File: src/hdl/bpc_pkg.sv
// ----------------------------------------------------------------------------
// bpc_pkg - shared definitions for the button press classifier
// Register indexes, result codes, reset values and the interface structs.
// ----------------------------------------------------------------------------
package bpc_pkg;

	localparam int TICK_WIDTH_DEF = 32;
	localparam int CFG_W          = 32;
	localparam int CFG_IDX_W      = 3;
	localparam int KIND_W         = 4;
	localparam int S_TDATA_W      = 40;
	localparam int M_TDATA_W      = 8;

	// configuration register indexes
	localparam logic [CFG_IDX_W-1:0] REG_MODE_PULSATING       = 3'd0;
	localparam logic [CFG_IDX_W-1:0] REG_DEBOUNCE_TIME        = 3'd1;
	localparam logic [CFG_IDX_W-1:0] REG_RESET_GAP_TIME       = 3'd2;
	localparam logic [CFG_IDX_W-1:0] REG_LONG_PRESS_TIME      = 3'd3;
	localparam logic [CFG_IDX_W-1:0] REG_VERY_LONG_PRESS_TIME = 3'd4;

	// register reset values
	localparam logic [CFG_W-1:0] DEBOUNCE_RST  = 32'd20;
	localparam logic [CFG_W-1:0] RESET_GAP_RST = 32'd300;
	localparam logic [CFG_W-1:0] LONG_RST      = 32'd1000;
	localparam logic [CFG_W-1:0] VERY_LONG_RST = 32'd3000;

	// press_kind codes
	localparam logic [KIND_W-1:0] KIND_NONE      = 4'd0;
	localparam logic [KIND_W-1:0] KIND_SHORT     = 4'd1;
	localparam logic [KIND_W-1:0] KIND_DOUBLE    = 4'd2;
	localparam logic [KIND_W-1:0] KIND_TRIPLE    = 4'd3;
	localparam logic [KIND_W-1:0] KIND_MULTIPLE  = 4'd4;
	localparam logic [KIND_W-1:0] KIND_LONG      = 4'd5;
	localparam logic [KIND_W-1:0] KIND_VERY_LONG = 4'd6;
	localparam logic [KIND_W-1:0] KIND_RELEASE   = 4'd7;
	localparam logic [KIND_W-1:0] KIND_PULSATING = 4'd8;

	// operation codes
	localparam logic OP_EDGE = 1'b0;
	localparam logic OP_POLL = 1'b1;

	typedef struct packed {
		logic             mode_pulsating;
		logic [CFG_W-1:0] debounce_time;
		logic [CFG_W-1:0] reset_gap_time;
		logic [CFG_W-1:0] long_press_time;
		logic [CFG_W-1:0] very_long_press_time;
	} cfg_t;

	typedef struct packed {
		logic        operation;
		logic        level_pressed;
		logic [31:0] time_stamp;
	} item_t;

endpackage

File: src/hdl/button_press_classifier.sv
// ----------------------------------------------------------------------------
// button_press_classifier - debounced button multi-click classifier
// Time-stamped edge and poll items in, one press classification per poll out.
// ----------------------------------------------------------------------------
// Usage:
//   Slave channel s_*: one transaction per item. s_tuser is the operation
//   (0 edge report, 1 poll); s_tdata carries the new level and time stamp.
//   Master channel m_*: one transaction per poll, press_kind in m_tdata.
//   Edge items update the debounce state and produce no transaction.
//   Config channel cfg_*: register writes, always ready; write only while
//   the block is idle.
// Result path: a poll passes the input register, then the result register,
//   before its result is presented.
// Throughput: one item per cycle while no poll stalls; the state update is a
//   single pass of a few subtract/compare operations between input and result registers.
// Reset: arst_n clears the item and result valid flags and loads the
//   register and state reset values; no clearing pass is needed.
// Stall: while m_tready is low with a result waiting, a poll held in the
//   input register waits and s_tready drops; edge items still drain.
// ----------------------------------------------------------------------------
module button_press_classifier #(
	parameter int TICK_WIDTH = bpc_pkg::TICK_WIDTH_DEF
) (
	input  logic                          clk,
	input  logic                          arst_n,
	// item stream
	input  logic                          s_tvalid,
	output logic                          s_tready,
	input  logic [bpc_pkg::S_TDATA_W-1:0] s_tdata,  // [0] level_pressed, [32:1] time_stamp
	input  logic                          s_tuser,  // [0] operation
	// result stream
	output logic                          m_tvalid,
	input  logic                          m_tready,
	output logic [bpc_pkg::M_TDATA_W-1:0] m_tdata,  // [3:0] press_kind
	// configuration writes
	input  logic                          cfg_valid,
	output logic                          cfg_ready,
	input  logic [bpc_pkg::CFG_IDX_W-1:0] cfg_index,
	input  logic [bpc_pkg::CFG_W-1:0]     cfg_data
);

	bpc_pkg::cfg_t  cfg;
	bpc_pkg::item_t item_s1;
	logic           valid_s1;
	logic           advance;
	logic           is_poll;
	logic [bpc_pkg::KIND_W-1:0] kind;
	logic [bpc_pkg::KIND_W-1:0] kind_q;
	logic           out_valid_q;

	assign cfg_ready = 1'b1;

	bpc_cfg_regs u_cfg (
		.clk      (clk),
		.arst_n   (arst_n),
		.wr_en    (cfg_valid & cfg_ready),
		.wr_index (cfg_index),
		.wr_data  (cfg_data),
		.cfg      (cfg)
	);

	// A poll moves on only if the result register is free or being emptied;
	// an edge item has no result and always moves on.
	assign is_poll  = (item_s1.operation == bpc_pkg::OP_POLL);
	assign advance  = valid_s1 & (~is_poll | ~out_valid_q | m_tready);
	assign s_tready = ~valid_s1 | advance;

	// input register
	always_ff @(posedge clk or negedge arst_n) begin
		if (!arst_n) begin
			valid_s1 <= 1'b0;
		end else if (s_tready) begin
			valid_s1 <= s_tvalid;
		end
	end

	always_ff @(posedge clk) begin
		if (s_tvalid && s_tready) begin
			item_s1.operation     <= s_tuser;
			item_s1.level_pressed <= s_tdata[0];
			item_s1.time_stamp    <= s_tdata[32:1];
		end
	end

	bpc_core #(
		.TICK_WIDTH (TICK_WIDTH)
	) u_core (
		.clk    (clk),
		.arst_n (arst_n),
		.item   (item_s1),
		.update (advance),
		.cfg    (cfg),
		.kind   (kind)
	);

	// result register
	always_ff @(posedge clk or negedge arst_n) begin
		if (!arst_n) begin
			out_valid_q <= 1'b0;
		end else if (advance && is_poll) begin
			out_valid_q <= 1'b1;
		end else if (m_tready) begin
			out_valid_q <= 1'b0;
		end
	end

	always_ff @(posedge clk) begin
		if (advance && is_poll)
			kind_q <= kind;
	end

	assign m_tvalid = out_valid_q;
	assign m_tdata  = {{(bpc_pkg::M_TDATA_W - bpc_pkg::KIND_W){1'b0}}, kind_q};

	// ------------------------------------------------------------------------
	// checks
	// ------------------------------------------------------------------------
	a_poll_gives_result: assert property (@(posedge clk) disable iff (!arst_n)
		(advance && is_poll) |=> m_tvalid)
		else $error("poll left the core without a result");

	a_edge_never_blocks: assert property (@(posedge clk) disable iff (!arst_n)
		(valid_s1 && !is_poll) |-> s_tready)
		else $error("edge item held back");

	a_blocked_poll_stalls_input: assert property (@(posedge clk) disable iff (!arst_n)
		(valid_s1 && is_poll && out_valid_q && !m_tready) |-> !s_tready)
		else $error("input accepted over a blocked poll");

	a_kind_in_range: assert property (@(posedge clk) disable iff (!arst_n)
		m_tvalid |-> (kind_q <= bpc_pkg::KIND_PULSATING))
		else $error("press_kind out of range");

endmodule

File: src/hdl/bpc_cfg_regs.sv
// ----------------------------------------------------------------------------
// bpc_cfg_regs - configuration register file
// Takes indexed writes and presents the settings as one struct.
// ----------------------------------------------------------------------------
module bpc_cfg_regs (
	input  logic                          clk,
	input  logic                          arst_n,
	input  logic                          wr_en,
	input  logic [bpc_pkg::CFG_IDX_W-1:0] wr_index,
	input  logic [bpc_pkg::CFG_W-1:0]     wr_data,
	output bpc_pkg::cfg_t                 cfg
);

	bpc_pkg::cfg_t cfg_q;

	always_ff @(posedge clk or negedge arst_n) begin
		if (!arst_n) begin
			cfg_q.mode_pulsating       <= 1'b0;
			cfg_q.debounce_time        <= bpc_pkg::DEBOUNCE_RST;
			cfg_q.reset_gap_time       <= bpc_pkg::RESET_GAP_RST;
			cfg_q.long_press_time      <= bpc_pkg::LONG_RST;
			cfg_q.very_long_press_time <= bpc_pkg::VERY_LONG_RST;
		end else if (wr_en) begin
			unique case (wr_index)
				bpc_pkg::REG_MODE_PULSATING:       cfg_q.mode_pulsating <= wr_data[0];
				bpc_pkg::REG_DEBOUNCE_TIME:        cfg_q.debounce_time <= wr_data;
				bpc_pkg::REG_RESET_GAP_TIME:       cfg_q.reset_gap_time <= wr_data;
				bpc_pkg::REG_LONG_PRESS_TIME:      cfg_q.long_press_time <= wr_data;
				bpc_pkg::REG_VERY_LONG_PRESS_TIME: cfg_q.very_long_press_time <= wr_data;
				default: ; // unknown index: ignored
			endcase
		end
	end

	assign cfg = cfg_q;

endmodule

File: src/hdl/bpc_core.sv
// ----------------------------------------------------------------------------
// bpc_core - debounce state and press classification
// Holds the edge/press state and works one registered item per cycle while update is high.
// ----------------------------------------------------------------------------
module bpc_core #(
	parameter int TICK_WIDTH = bpc_pkg::TICK_WIDTH_DEF
) (
	input  logic                       clk,
	input  logic                       arst_n,
	input  bpc_pkg::item_t             item,
	input  logic                       update,
	input  bpc_pkg::cfg_t              cfg,
	output logic [bpc_pkg::KIND_W-1:0] kind
);

	localparam int TW = TICK_WIDTH;
	localparam int CW = (TICK_WIDTH > bpc_pkg::CFG_W) ? TICK_WIDTH : bpc_pkg::CFG_W;

	function automatic logic [CW-1:0] tdiff(input logic [TW-1:0] a, input logic [TW-1:0] b);
		logic [TW-1:0] d;
		d = a - b;
		return CW'(d);
	endfunction

	logic          level_q;
	logic [TW-1:0] edge_q [2];
	logic [TW-1:0] acc_q  [2];
	logic [7:0]    pulse_q;
	logic          open_q;

	logic          level_d;
	logic [TW-1:0] edge_d [2];
	logic [TW-1:0] acc_d  [2];
	logic [7:0]    pulse_d;
	logic          open_d;

	logic [TW-1:0] t;
	logic [CW-1:0] deb, gap, lng, vlng, eff_gap;
	logic          lvl, oth;
	logic [CW-1:0] d_edge;

	assign t    = TW'(item.time_stamp);
	assign deb  = CW'(cfg.debounce_time);
	assign gap  = CW'(cfg.reset_gap_time);
	assign lng  = CW'(cfg.long_press_time);
	assign vlng = CW'(cfg.very_long_press_time);
	assign eff_gap = (gap < deb) ? deb : gap;
	assign lvl = item.level_pressed;
	assign oth = ~item.level_pressed;
	assign d_edge = tdiff(t, edge_q[oth]);

	always_comb begin
		level_d = level_q;
		edge_d  = edge_q;
		acc_d   = acc_q;
		pulse_d = pulse_q;
		open_d  = open_q;
		kind    = bpc_pkg::KIND_NONE;
		if (item.operation == bpc_pkg::OP_EDGE) begin
			if (level_q != lvl) begin
				edge_d[lvl] = t;
				level_d     = lvl;
				if (d_edge >= deb) begin
					if (lvl)
						open_d = 1'b1;
					acc_d[oth] = edge_q[oth];
					// release: held time equals d_edge, press start is edge_q[1]
					if (!lvl && (cfg.mode_pulsating || d_edge < vlng)) begin
						if (tdiff(edge_q[1], acc_q[0]) > eff_gap)
							pulse_d = 8'd1;
						else if (pulse_q != 8'hFF)
							pulse_d = pulse_q + 8'd1;
					end
				end
			end
		end else if (!cfg.mode_pulsating) begin
			if (level_q && pulse_q == 8'd0 && tdiff(t, edge_q[1]) > vlng && open_q) begin
				kind    = bpc_pkg::KIND_VERY_LONG;
				open_d  = 1'b0;
				pulse_d = 8'd0;
			end else if (pulse_q == 8'd1 && tdiff(edge_q[0], acc_q[1]) > lng) begin
				kind    = bpc_pkg::KIND_LONG;
				open_d  = 1'b0;
				pulse_d = 8'd0;
			end else if (!level_q && pulse_q == 8'd0 && tdiff(t, edge_q[0]) > deb
					&& !open_q) begin
				kind   = bpc_pkg::KIND_RELEASE;
				open_d = 1'b1;
			end else if (tdiff(t, acc_q[1]) > eff_gap && pulse_q != 8'd0) begin
				case (pulse_q)
					8'd1:    kind = bpc_pkg::KIND_SHORT;
					8'd2:    kind = bpc_pkg::KIND_DOUBLE;
					8'd3:    kind = bpc_pkg::KIND_TRIPLE;
					default: kind = bpc_pkg::KIND_MULTIPLE;
				endcase
				open_d  = 1'b0;
				pulse_d = 8'd0;
			end
		end else begin
			if (pulse_q != 8'd0 && !level_q && tdiff(t, edge_q[0]) > eff_gap) begin
				kind    = bpc_pkg::KIND_RELEASE;
				pulse_d = 8'd0;
			end else if (pulse_q != 8'd0) begin
				kind = bpc_pkg::KIND_PULSATING;
			end
		end
	end

	always_ff @(posedge clk or negedge arst_n) begin
		if (!arst_n) begin
			level_q   <= 1'b0;
			edge_q[0] <= '0;
			edge_q[1] <= '0;
			acc_q[0]  <= TW'(1);
			acc_q[1]  <= '0;
			pulse_q   <= 8'd0;
			open_q    <= 1'b1;
		end else if (update) begin
			level_q <= level_d;
			edge_q  <= edge_d;
			acc_q   <= acc_d;
			pulse_q <= pulse_d;
			open_q  <= open_d;
		end
	end

endmodule
File: config.mk
export PLATFORM = sky130hd
export DESIGN_NAME = button_press_classifier
export DESIGN_NICKNAME = d
export VERILOG_FILES = /design/src/hdl/bpc_pkg.sv /design/src/hdl/button_press_classifier.sv /design/src/hdl/bpc_cfg_regs.sv /design/src/hdl/bpc_core.sv
export SDC_FILE = /design/constraint.sdc
export NUM_CORES = 1
export LEC_CHECK = 0
export BUFFER_PORTS_ARGS = -buffer_cell sky130_fd_sc_hd__buf_2
export CORE_MARGIN = 2
export CORE_UTILIZATION = 60
export DETAILED_ROUTE_END_ITERATION = 16
export HOLD_SLACK_MARGIN = 0.08
export PLACE_DENSITY = 0.8
export SLEW_MARGIN = 20
export SYNTH_ARGS = -nofsm -noshare
export SYNTH_HDL_FRONTEND = slang
export SYNTH_SLANG_ARGS = --single-unit
File: constraint.sdc
create_clock -name clk -period 19 [get_ports clk]
set_input_delay 1.9 -clock clk [delete_from_list [all_inputs] [get_ports clk]]
set_output_delay 1.9 -clock clk [all_outputs]
set_load 0.02 [all_outputs]
## Word level (Yosys, flattened, before mapping)

Index checks and enable logic that the tools add are counted.

| word-level totals | value |
|---|---|
| flip-flop bits (word level) | 307 |
| input bits | 81 |
| output and inout port bits | 11 |
| word-level logic and storage cells | 140 |

| cells by class | value |
|---|---|
| add/subtract/negate cells | 7 |
| $lt $le $gt $ge | 13 |
| equal/unequal tests | 14 |
| mux-type cells | 41 |
| bitwise logic cells | 10 |
| reductions and logical operators | 37 |

Operator list:

| kind | number |
|---|---|
| > comparator 32 bit | 6 |
| two-way mux 32 bit | 6 |
| subtractor 32 bit | 6 |
| bitwise mux 64 bit | 2 |
| two-way mux 8 bit | 12 |
| demux 32 bit (select 1 bit) | 2 |
| less-than comparator 32 bit | 2 |
| >= comparator 32 bit | 1 |
| two-way mux 4 bit | 7 |
| == test 8 x 2 -> 1 bit, second input constant | 2 |
| logical AND 1 bit | 15 |
| two-way mux 1 bit | 11 |
| != test 5 x 1 -> 1 bit, second input constant | 2 |
| AND reduction 2 bit | 5 |
| nonzero test 2 bit | 5 |
| one-hot mux 3 bit (3 select lines) | 1 |
| adder 8 x 1 -> 8 bit, second input constant | 1 |
| == test 8 x 1 -> 1 bit, second input constant | 1 |
| logical NOT 8 bit | 1 |
| != test 8 bit, second input constant | 1 |
| AND reduction 8 bit | 1 |
| nonzero test 8 bit | 1 |
| == test 3 x 2 -> 1 bit, second input constant | 2 |
| AND reduction 6 bit | 1 |
| other kinds (18) | 28 |

## Depth between registers and ports, before layout

Gate-level depths: netlist (run 1).

| logic depth | value |
|---|---|
| depth after elaboration | 13 |
| mapped depth | 30 |
| mapped depth without buffers | 27 |

## Modules after synthesis

From an unflattened synthesis (run 1), not the netlist that was laid out.

| second synthesis, totals | value |
|---|---|
| cell total of the unflattened synthesis | 3033 |
| area total of the unflattened synthesis | 27817.9 um2 |

By module, submodules not included:

| module | instances | cells an instance | area an instance (um2) | seq. area each (um2) |
|---|---|---|---|---|
| bpc_core | 1 | 2700 | 21563.2 | 3455.8 |
| bpc_cfg_regs | 1 | 278 | 4947.2 | 3251.9 |
| button_press_classifier | 1 | 55 | 1307.5 | 1191.1 |

## Worst setup path before layout (run 1)

OpenSTA, ideal clock, no wires.

| path | value |
|---|---|
| path type | register to register |
| start | register item_s1[32] (netlist bit) |
| end | register u_core.pulse_q[5] |
| setup time | 0.092 ns |
| arrival time | 6.378 ns |
| data required time | 18.908 ns |
| path slack | 12.530 ns |
| cell stages (with the launch flop) | 30 |
| buffers on the path | 2 |
| clock period less this slack | 6.470 ns |
| cells stage by stage | edfxtp_1 -> clkbuf_1 -> buf_1 -> mux2i_1 -> inv_1 -> ha_1 -> inv_1 -> fa_1 -> a21oi_1 -> a2bb2oi_1 -> nand3_1 -> a21oi_1 -> o32a_1 -> o221ai_1 -> o211a_1 -> o21a_1 -> o21a_1 -> o41a_1 -> xor2_1 -> ha_1 -> nand4_1 -> nor4_1 -> o2111ai_1 -> nor2_1 -> a31o_2 -> o22a_1 -> o311a_1 -> o211ai_4 -> or3b_4 -> o31ai_2 |

| on the way | value |
|---|---|
| cells in the longest elaborated chain, start to end | 11 |
| elaborated cells on any way between the ends | 16 |
| classes of those cells | add/sub: 1; order compare: 2; eq/ne: 1; mux: 3; bitwise: 2; reduce/logical: 7 |

Ends and longest elaborated chain:

| item | line | source |
|---|---|---|
| from (decl) | button_press_classifier.sv:43 | `bpc_pkg::item_t item_s1;` |
| NOT 1 bit | bpc_core.sv:49 | `assign oth = ~item.level_pressed;` |
| NOT 1 -> 2 bit (not written as such) | bpc_core.sv:50 | `assign d_edge = tdiff(t, edge_q[oth]);` |
| two-way mux 32 bit (not written as such) (3 in series) | bpc_core.sv:50 |  |
| subtractor 32 bit | bpc_core.sv:21 | `d = a - b;` |
| less-than comparator 32 bit | bpc_core.sv:68 | `if (!lvl && (cfg.mode_pulsating \|\| d_edge < vlng)) begin` |
| logical OR 1 bit | bpc_core.sv:68 |  |
| logical AND 1 bit | bpc_core.sv:68 |  |
| nonzero test 2 bit (no line) | - |  |
| AND reduction 8 bit (no line) (*) | - |  |
| to (signal assigned) | bpc_core.sv:122 | `pulse_q <= pulse_d;` |
| to (decl) | bpc_core.sv:28 | `logic [7:0] pulse_q;` |

Mark *: on every way between the ends. The rest lies on a longest branch, timed or not. The select of a mux whose other input is x is not followed.
A chain may end at the register's enable or synchronous reset.

## Worst setup path in the final report (run 1)

| path | value |
|---|---|
| start | register item_s1[32] (netlist bit) |
| end | register u_core.pulse_q[3] |

The elaborated chain is that of the path after synthesis.

==> impl_metrics.yaml, run 1 <==
power:
  p_switching_uw: 2847
  ir_worst_vdd_mv: 0.1001
  p_leak_uw: 0.01387
  switching_share_pct: 49.91
  powerDensity_mw_per_mm2: 191.6
  clockPowerShare_pct: 13.8
  combPwrFrac_pct: 69.4
  intPower_uw: 2858
  fin_total_pwr_uw: 5705
  p_seq_share_pct: 16.8
clocking:
  cts.root.buffer_cell: "clkbuf_16"
  clk_latency_ns: 0.58
  cts_inserted_buffers: 37
  cts.htree.levels: 2
  ctsHoldBuffers: 0
  cts_resized: 0
  postCtsSetupRepairBufs: 0
  cts.path.max_buffers: 3
  cts_tree: "built"
  clkTransAtPathRegs_ns: 0.06
  numClockSinks: 307
grt:
  grt_pass1_wl_um: 133700
  globalRouteTotalUtil_pct: 36.86
  grt_overflow: 0
  antenna_found_initial: 0
  grt_max_degree: 79
  grt_pass1_vias: 23800
die:
  rows: 78
  start_util_pct: 60.58
  fp.coreArea_mm2: 0.04519
  die-area_mm2: 0.04735
  io_pins: 92
  die_w_um: 217.6
  die_height_um: 217.6
sta:
  clock_skew_ns: 0.02989
  slew_headroom_pct: 19.54
  tns_ns: 0
  setup_viol: 0
  worst_pin_slew_ns: 1.207
  setup_ws_ns: 10.17
  hold_viol: 0
  fmax_mhz: 113.2
  maxSlewViolCount: 0
  period_minus_slack_ns: 8.834
  rsz0062_at_grt: "no"
  period_share_pct: 46.49
drt:
  vias_per_cell: 6.407
  vias: 24560
  finalWirelength_um: 87590
  routedWlPerCell_um: 22.85
  ant_nets: 0
  first_pass_iters: 6
  drc: 0
  first_iter_violations: 2589
worst_setup_path:
  path_class: "reg -> reg"
  crit_path_end_kind: "flip-flop"
  arrival_ns: 9.30
  cp.required_ns: 19.47
  crit_path_start_kind: "flip-flop"
  cp_max_fo: 14
cells_and_area:
  multiInputGateArea_mm2: 0.01822
  n_fill_cell: 3734
  nNetsFinal: 3764
  mostFrequentLayoutCells: "ha_1, nand2_1, o21ai_0"
  area_delta_synth_final_pct: 8.789
  stdcell_count: 3834
  ff_latch_area_mm2: 0.007899
  drive_gt1_share_pct: 9.156
  mostFrequentLayoutCell: "ha_1"
logic_synthesis:
  syn-instance-count: 3135
  ys_ff_latch: 307
  yosysUniqueCellTypes: 90
  syn_area_per_cell_um2: 8.732
  yosysSeqAreaShare_pct: 28.85
  synthArstFlopShare_pct: 87.62
  synth_edf_count: 38
  yosysWarnings: 0
  ys.flop_type: "dfrtp_1"
  mappedNetlistArea_mm2: 0.02738
placed_design:
  pre_cts_slack_ns: 10.43
  place_congestion: 1.004
  portBuffers: 79
  dp_hpwl_um: 69820
  dp.cells: 3765
flow_run:
  max_cap_viol_count: 0
outcome:
  outcome: "finished, final reports clean"
worst_hold_path:
  holdCritPathClass: "reg -> reg"
==> final timing paths <==
path,slack (ns),cells after the start,startpoint,endpoint
max,10.17,27,item_s1[32],u_core.pulse_q[3]
max in group asynchronous,14.75,4,arst_n,u_cfg.cfg[115]
min,0.48,2,u_core.acc_q[54],u_core.acc_q[54]
min reg2reg,0.48,2,u_core.acc_q[54],u_core.acc_q[54]
max reg2reg,10.17,27,item_s1[32],u_core.pulse_q[3]
min in group asynchronous,1.29,1,arst_n,u_core.edge_q[15]
==> area by class of cell <==
type | instances | area share [%]
Sequential cell | 307 | 26.52
Clock inverter | 14 | 0.7226
Inverter | 276 | 3.479
Antenna cell | 1 | 0.008403
Multi-Input combinational cell | 2487 | 61.18
Tap cell | 600 | 2.521
Clock buffer | 54 | 3.802
Timing Repair Buffer | 95 | 1.765
==> registers in the layout (all words and copies together) (netlist names) <==
signal and cells:
u_cfg.cfg 129, u_core.acc_q 64, u_core.edge_q 64, item_s1 33, u_core.pulse_q 8, kind_q 4, is_poll 1, m_tvalid 1
u_core.level_q 1, u_core.open_q 1, valid_s1 1
==> critical path, cell delays in order (launching register included) <==
cell	delay, ns
edfxtp_1	1.14
mux2i_1	0.26
inv_1	0.13
ha_1	0.17
inv_1	0.06
fa_1	0.40
a21oi_1	0.35
a2bb2oi_1	0.40
nand3_1	0.18
a21oi_1	0.43
o32a_1	0.39
o221ai_1	0.24
o211a_1	0.31
o21a_1	0.19
o21a_1	0.21
o41a_1	0.33
xor2_1	0.20
ha_1	0.32
nand4_1	0.15
nor4_1	0.72
o2111ai_1	0.29
nor2_1	0.16
a31o_2	0.22
o22a_1	0.27
o311a_1	0.32
o211ai_4	0.19
or3b_4	0.47
o31ai_2	0.19
==> stage by stage <==
step	utilization (%)	cell area (um2)	hold WS, ns
global route	65.90	29780	0.5055
floorplan	-	27390	0.4498
detailed placement	62.89	28420	0.4708
finish	65.91	29780	0.4781
global placement	62.89	28420	0.4609
CTS	65.87	29760	0.4839
==> cells in the mapped netlist, drive strengths merged (16+ instances only) <==
| cell type | number | area, um2 |
|---|---|---|
| ha | 473 | 5918 |
| o21ai | 315 | 1580 |
| nand2 | 306 | 1149 |
| inv | 276 | 1036 |
| a21oi | 251 | 1267 |
| dfrtp | 248 | 6206 |
| nor2 | 177 | 664.4 |
| xnor2 | 125 | 1095 |
| a21o | 120 | 900.9 |
| mux2 | 69 | 777.0 |
| nand4 | 65 | 406.6 |
| nor3 | 53 | 281.5 |
| nand3 | 52 | 260.3 |
| clkbuf | 51 | 191.4 |
| xor2 | 48 | 420.4 |
| nor2b | 42 | 262.8 |
| edfxtp | 38 | 1141 |
| o21a | 38 | 292.8 |
| nand2b | 37 | 231.5 |
| mux2i | 32 | 320.3 |
| o211ai | 24 | 198.9 |
| a211oi | 23 | 177.7 |
| dfstp | 21 | 551.8 |
| o21bai | 20 | 150.1 |
| buf | 17 | 91.34 |
| or3 | 17 | 106.4 |
| a31oi | 16 | 100.1 |
==> cells by family after synthesis <==
logic type                 after synthesis  synth area share (%)
AOI/OAI and AO/OA                      911                 20.55
and+or+nand+nor                        818                 14.15
adders and majority gates              479                 22.06
buffers and inverters                  344                 4.817
DFF                                    307                 28.85
xor gates and xnor gates               173                 5.535
muxes                                  101                 4.008
other                                    2               0.02743
==> power groups by stage <==
stage               Combinational (uW)  Sequential [uW]  Clock, uW
floorplan                         2690              925          0
global placement                  3640              957          0
detailed placement                3800              963          0
CTS                               3830              954        797
global route                      4320              976        818
finish                            3960              958        788
==> per-layer routing <==
layer  vias to the layer above  part of all wire [%]  global-route usage, %
met5                         -                     0                      0
met4                         0                   5.0                  16.89
met3                       228                   8.8                  6.987
met2                      1087                    44                  58.14
met1                     11870                    43                  49.04
li1                      11380                     -                      -
(Power assumes the default switching activity.)
==> inputs of run 2 (changes only) <==
==> constraint.sdc (replaced) <==
create_clock -name clk -period 8.42 [get_ports clk]
set_input_delay 0.842 -clock clk [delete_from_list [all_inputs] [get_ports clk]]
set_output_delay 0.842 -clock clk [all_outputs]
set_load 0.02 [all_outputs]
==> run 2 against run 1 <==
The run now ends with max-capacitance violations left; cell count hardly changed; critical path depth is 1 lower; global-route usage is 0.85 points higher; power is 120% higher; fmax is 14% higher; largest cell class unchanged; largest power group unchanged; highest routed layer unchanged.
==> impl_metrics.yaml, run 2 (same netlist as run 1, synthesis figures left out) <==
outcome:
  outcome: "finished with violations"
  violations: "max-capacitance violations"
sta:
  fmax_mhz: 128.5
  slew_headroom_pct: 1.931
  worst_pin_slew_ns: 1.434
  rsz0062_at_grt: "no"
  period_minus_slack_ns: 7.781
  hold_viol: 0
  whs_ns: 0.3527
  tns_ns: 0
  setup_viol: 0
  maxSlewViolCount: 0
  clock_skew_ns: 0.01837
  period_share_pct: 92.41
power:
  ir_worst_vdd_mv: 0.2282
  powerDensity_mw_per_mm2: 431.0
  p_leak_uw: 0.01384
  fin_total_pwr_uw: 12810
cells_and_area:
  largest_register_ffs: 129
  multiInputGateArea_mm2: 0.01821
  nNetsFinal: 3764
  final_core_utilization_pct: 65.74
  final_area_mm2: 0.02971
  n_fill_cell: 3708
  mostFrequentLayoutCell: "ha_1"
  drive_gt1_share_pct: 9.164
  area_delta_synth_final_pct: 8.519
  ff_latch_area_mm2: 0.007899
  mostFrequentLayoutCells: "ha_1, nand2_1, o21ai_0"
drt:
  drc: 0
  first_iter_violations: 2281
  vias_per_cell: 6.360
  finalWirelength_um: 89440
  first_pass_iters: 6
  ant_nets: 0
  vias: 24370
  routedWlPerCell_um: 23.34
clocking:
  clkTransAtPathRegs_ns: 0.06
  cts.root.buffer_cell: "clkbuf_16"
  cts.htree.levels: 2
  postCtsSetupRepairBufs: 0
  cts_inserted_buffers: 36
  cts.path.max_buffers: 3
  cts_tree: "built"
  clk_latency_ns: 0.57
  cts_resized: 0
  ctsHoldBuffers: 0
  numClockSinks: 307
die:
  rows: 78
  fp.coreArea_mm2: 0.04519
  io_pins: 92
  die_w_um: 217.6
  start_util_pct: 60.58
  die-area_mm2: 0.04735
  die_height_um: 217.6
flow_run:
  max_cap_viol_count: 1
worst_setup_path:
  cp.required_ns: 8.89
  r2r_cells: 26
  r2r-start: "item_s1[0]"
  cp_max_fo: 13
  crit_path_end_kind: "flip-flop"
  r2r_end: "u_core.pulse_q[5]"
  crit_start: "item_s1[0]"
  crit_path_start_kind: "flip-flop"
  path_class: "reg -> reg"
  endpoint: "u_core.pulse_q[5]"
  reg2reg_slack_ns: 0.64
  arrival_ns: 8.25
placed_design:
  dp_hpwl_um: 71160
  portBuffers: 79
  postPlaceCellArea_mm2: 0.02845
  place_congestion: 0.9806
grt:
  antenna_found_initial: 2
  grt_overflow: 0
  grt_pass1_vias: 23430
  grt_pass1_wl_um: 136100
  grt_max_degree: 162
  globalRouteTotalUtil_pct: 37.71
worst_hold_path:
  holdCritPathClass: "in -> async"
==> run 2: final cells by class <==
class / instances / area share (%)
clock buffer: 45 / 3.458
clock inverter: 19 / 0.7328
multi-input combinational: 2487 / 61.31
inverter: 276 / 3.487
antenna: 2 / 0.01685
tap: 600 / 2.527
timing repair buffer: 96 / 1.878
sequential: 307 / 26.59
==> run 2: critical path, cell delays in order, from the launching register on <==
cell and delay [ns]:
edfxtp_1 0.40, inv_1 0.16, ha_1 0.21, inv_1 0.06, fa_1 0.41, a21oi_1 0.31
o211ai_1 0.15, a21oi_1 0.39, nand4b_1 0.28, nand4_1 0.17, a31oi_1 0.39, o21ai_0 0.21
and2_1 0.22, o41ai_1 0.67, o31ai_1 0.20, xor2_1 0.20, ha_1 0.33, nand3_1 0.11
nor3_1 0.49, nand4_1 0.36, or4_1 0.48, a31oi_1 0.17, a211oi_1 0.12, o21ai_1 0.31
o211ai_4 0.21, or3b_4 0.48, o31ai_2 0.19
==> run 2: worst min-delay path by stage <==
stage,startpoint,endpoint,slack (ns),cells past startpoint
floorplan,u_core.acc_q[10],u_core.acc_q[10],0.45,2
global placement,u_core.acc_q[39],u_core.acc_q[39],0.46,2
detailed placement,u_core.acc_q[5],u_core.acc_q[5],0.47,2
CTS,arst_n,u_core.edge_q[12],0.38,1
global route,arst_n,u_core.edge_q[44],0.42,1
finish,arst_n,u_core.edge_q[15],0.35,1
==> run 2: through the flow <==
step	setup slack [ns]	instances
3_3_place_gp	0.9884	3766
4_1_cts	0.8354	3830
2_1_floorplan	1.950	3138
6_report	0.6389	3832
5_1_grt	0.2917	3830
3_5_place_dp	0.9142	3766
==> run 2: where the power goes <==
part / internal [uW] / switching, uW
logic: 3490 / 5470
registers: 1890 / 275
clock network: 993 / 695
==> run 2: layer usage <==
metal / vias up / share of wire (%) / global-route usage, %
met2: 1059 / 44 / 58.56
met3: 172 / 8.5 / 5.858
met1: 11750 / 44 / 52.90
li1: 11390 / - / -
met4: 0 / 4.1 / 14.34
met5: - / 0 / 0
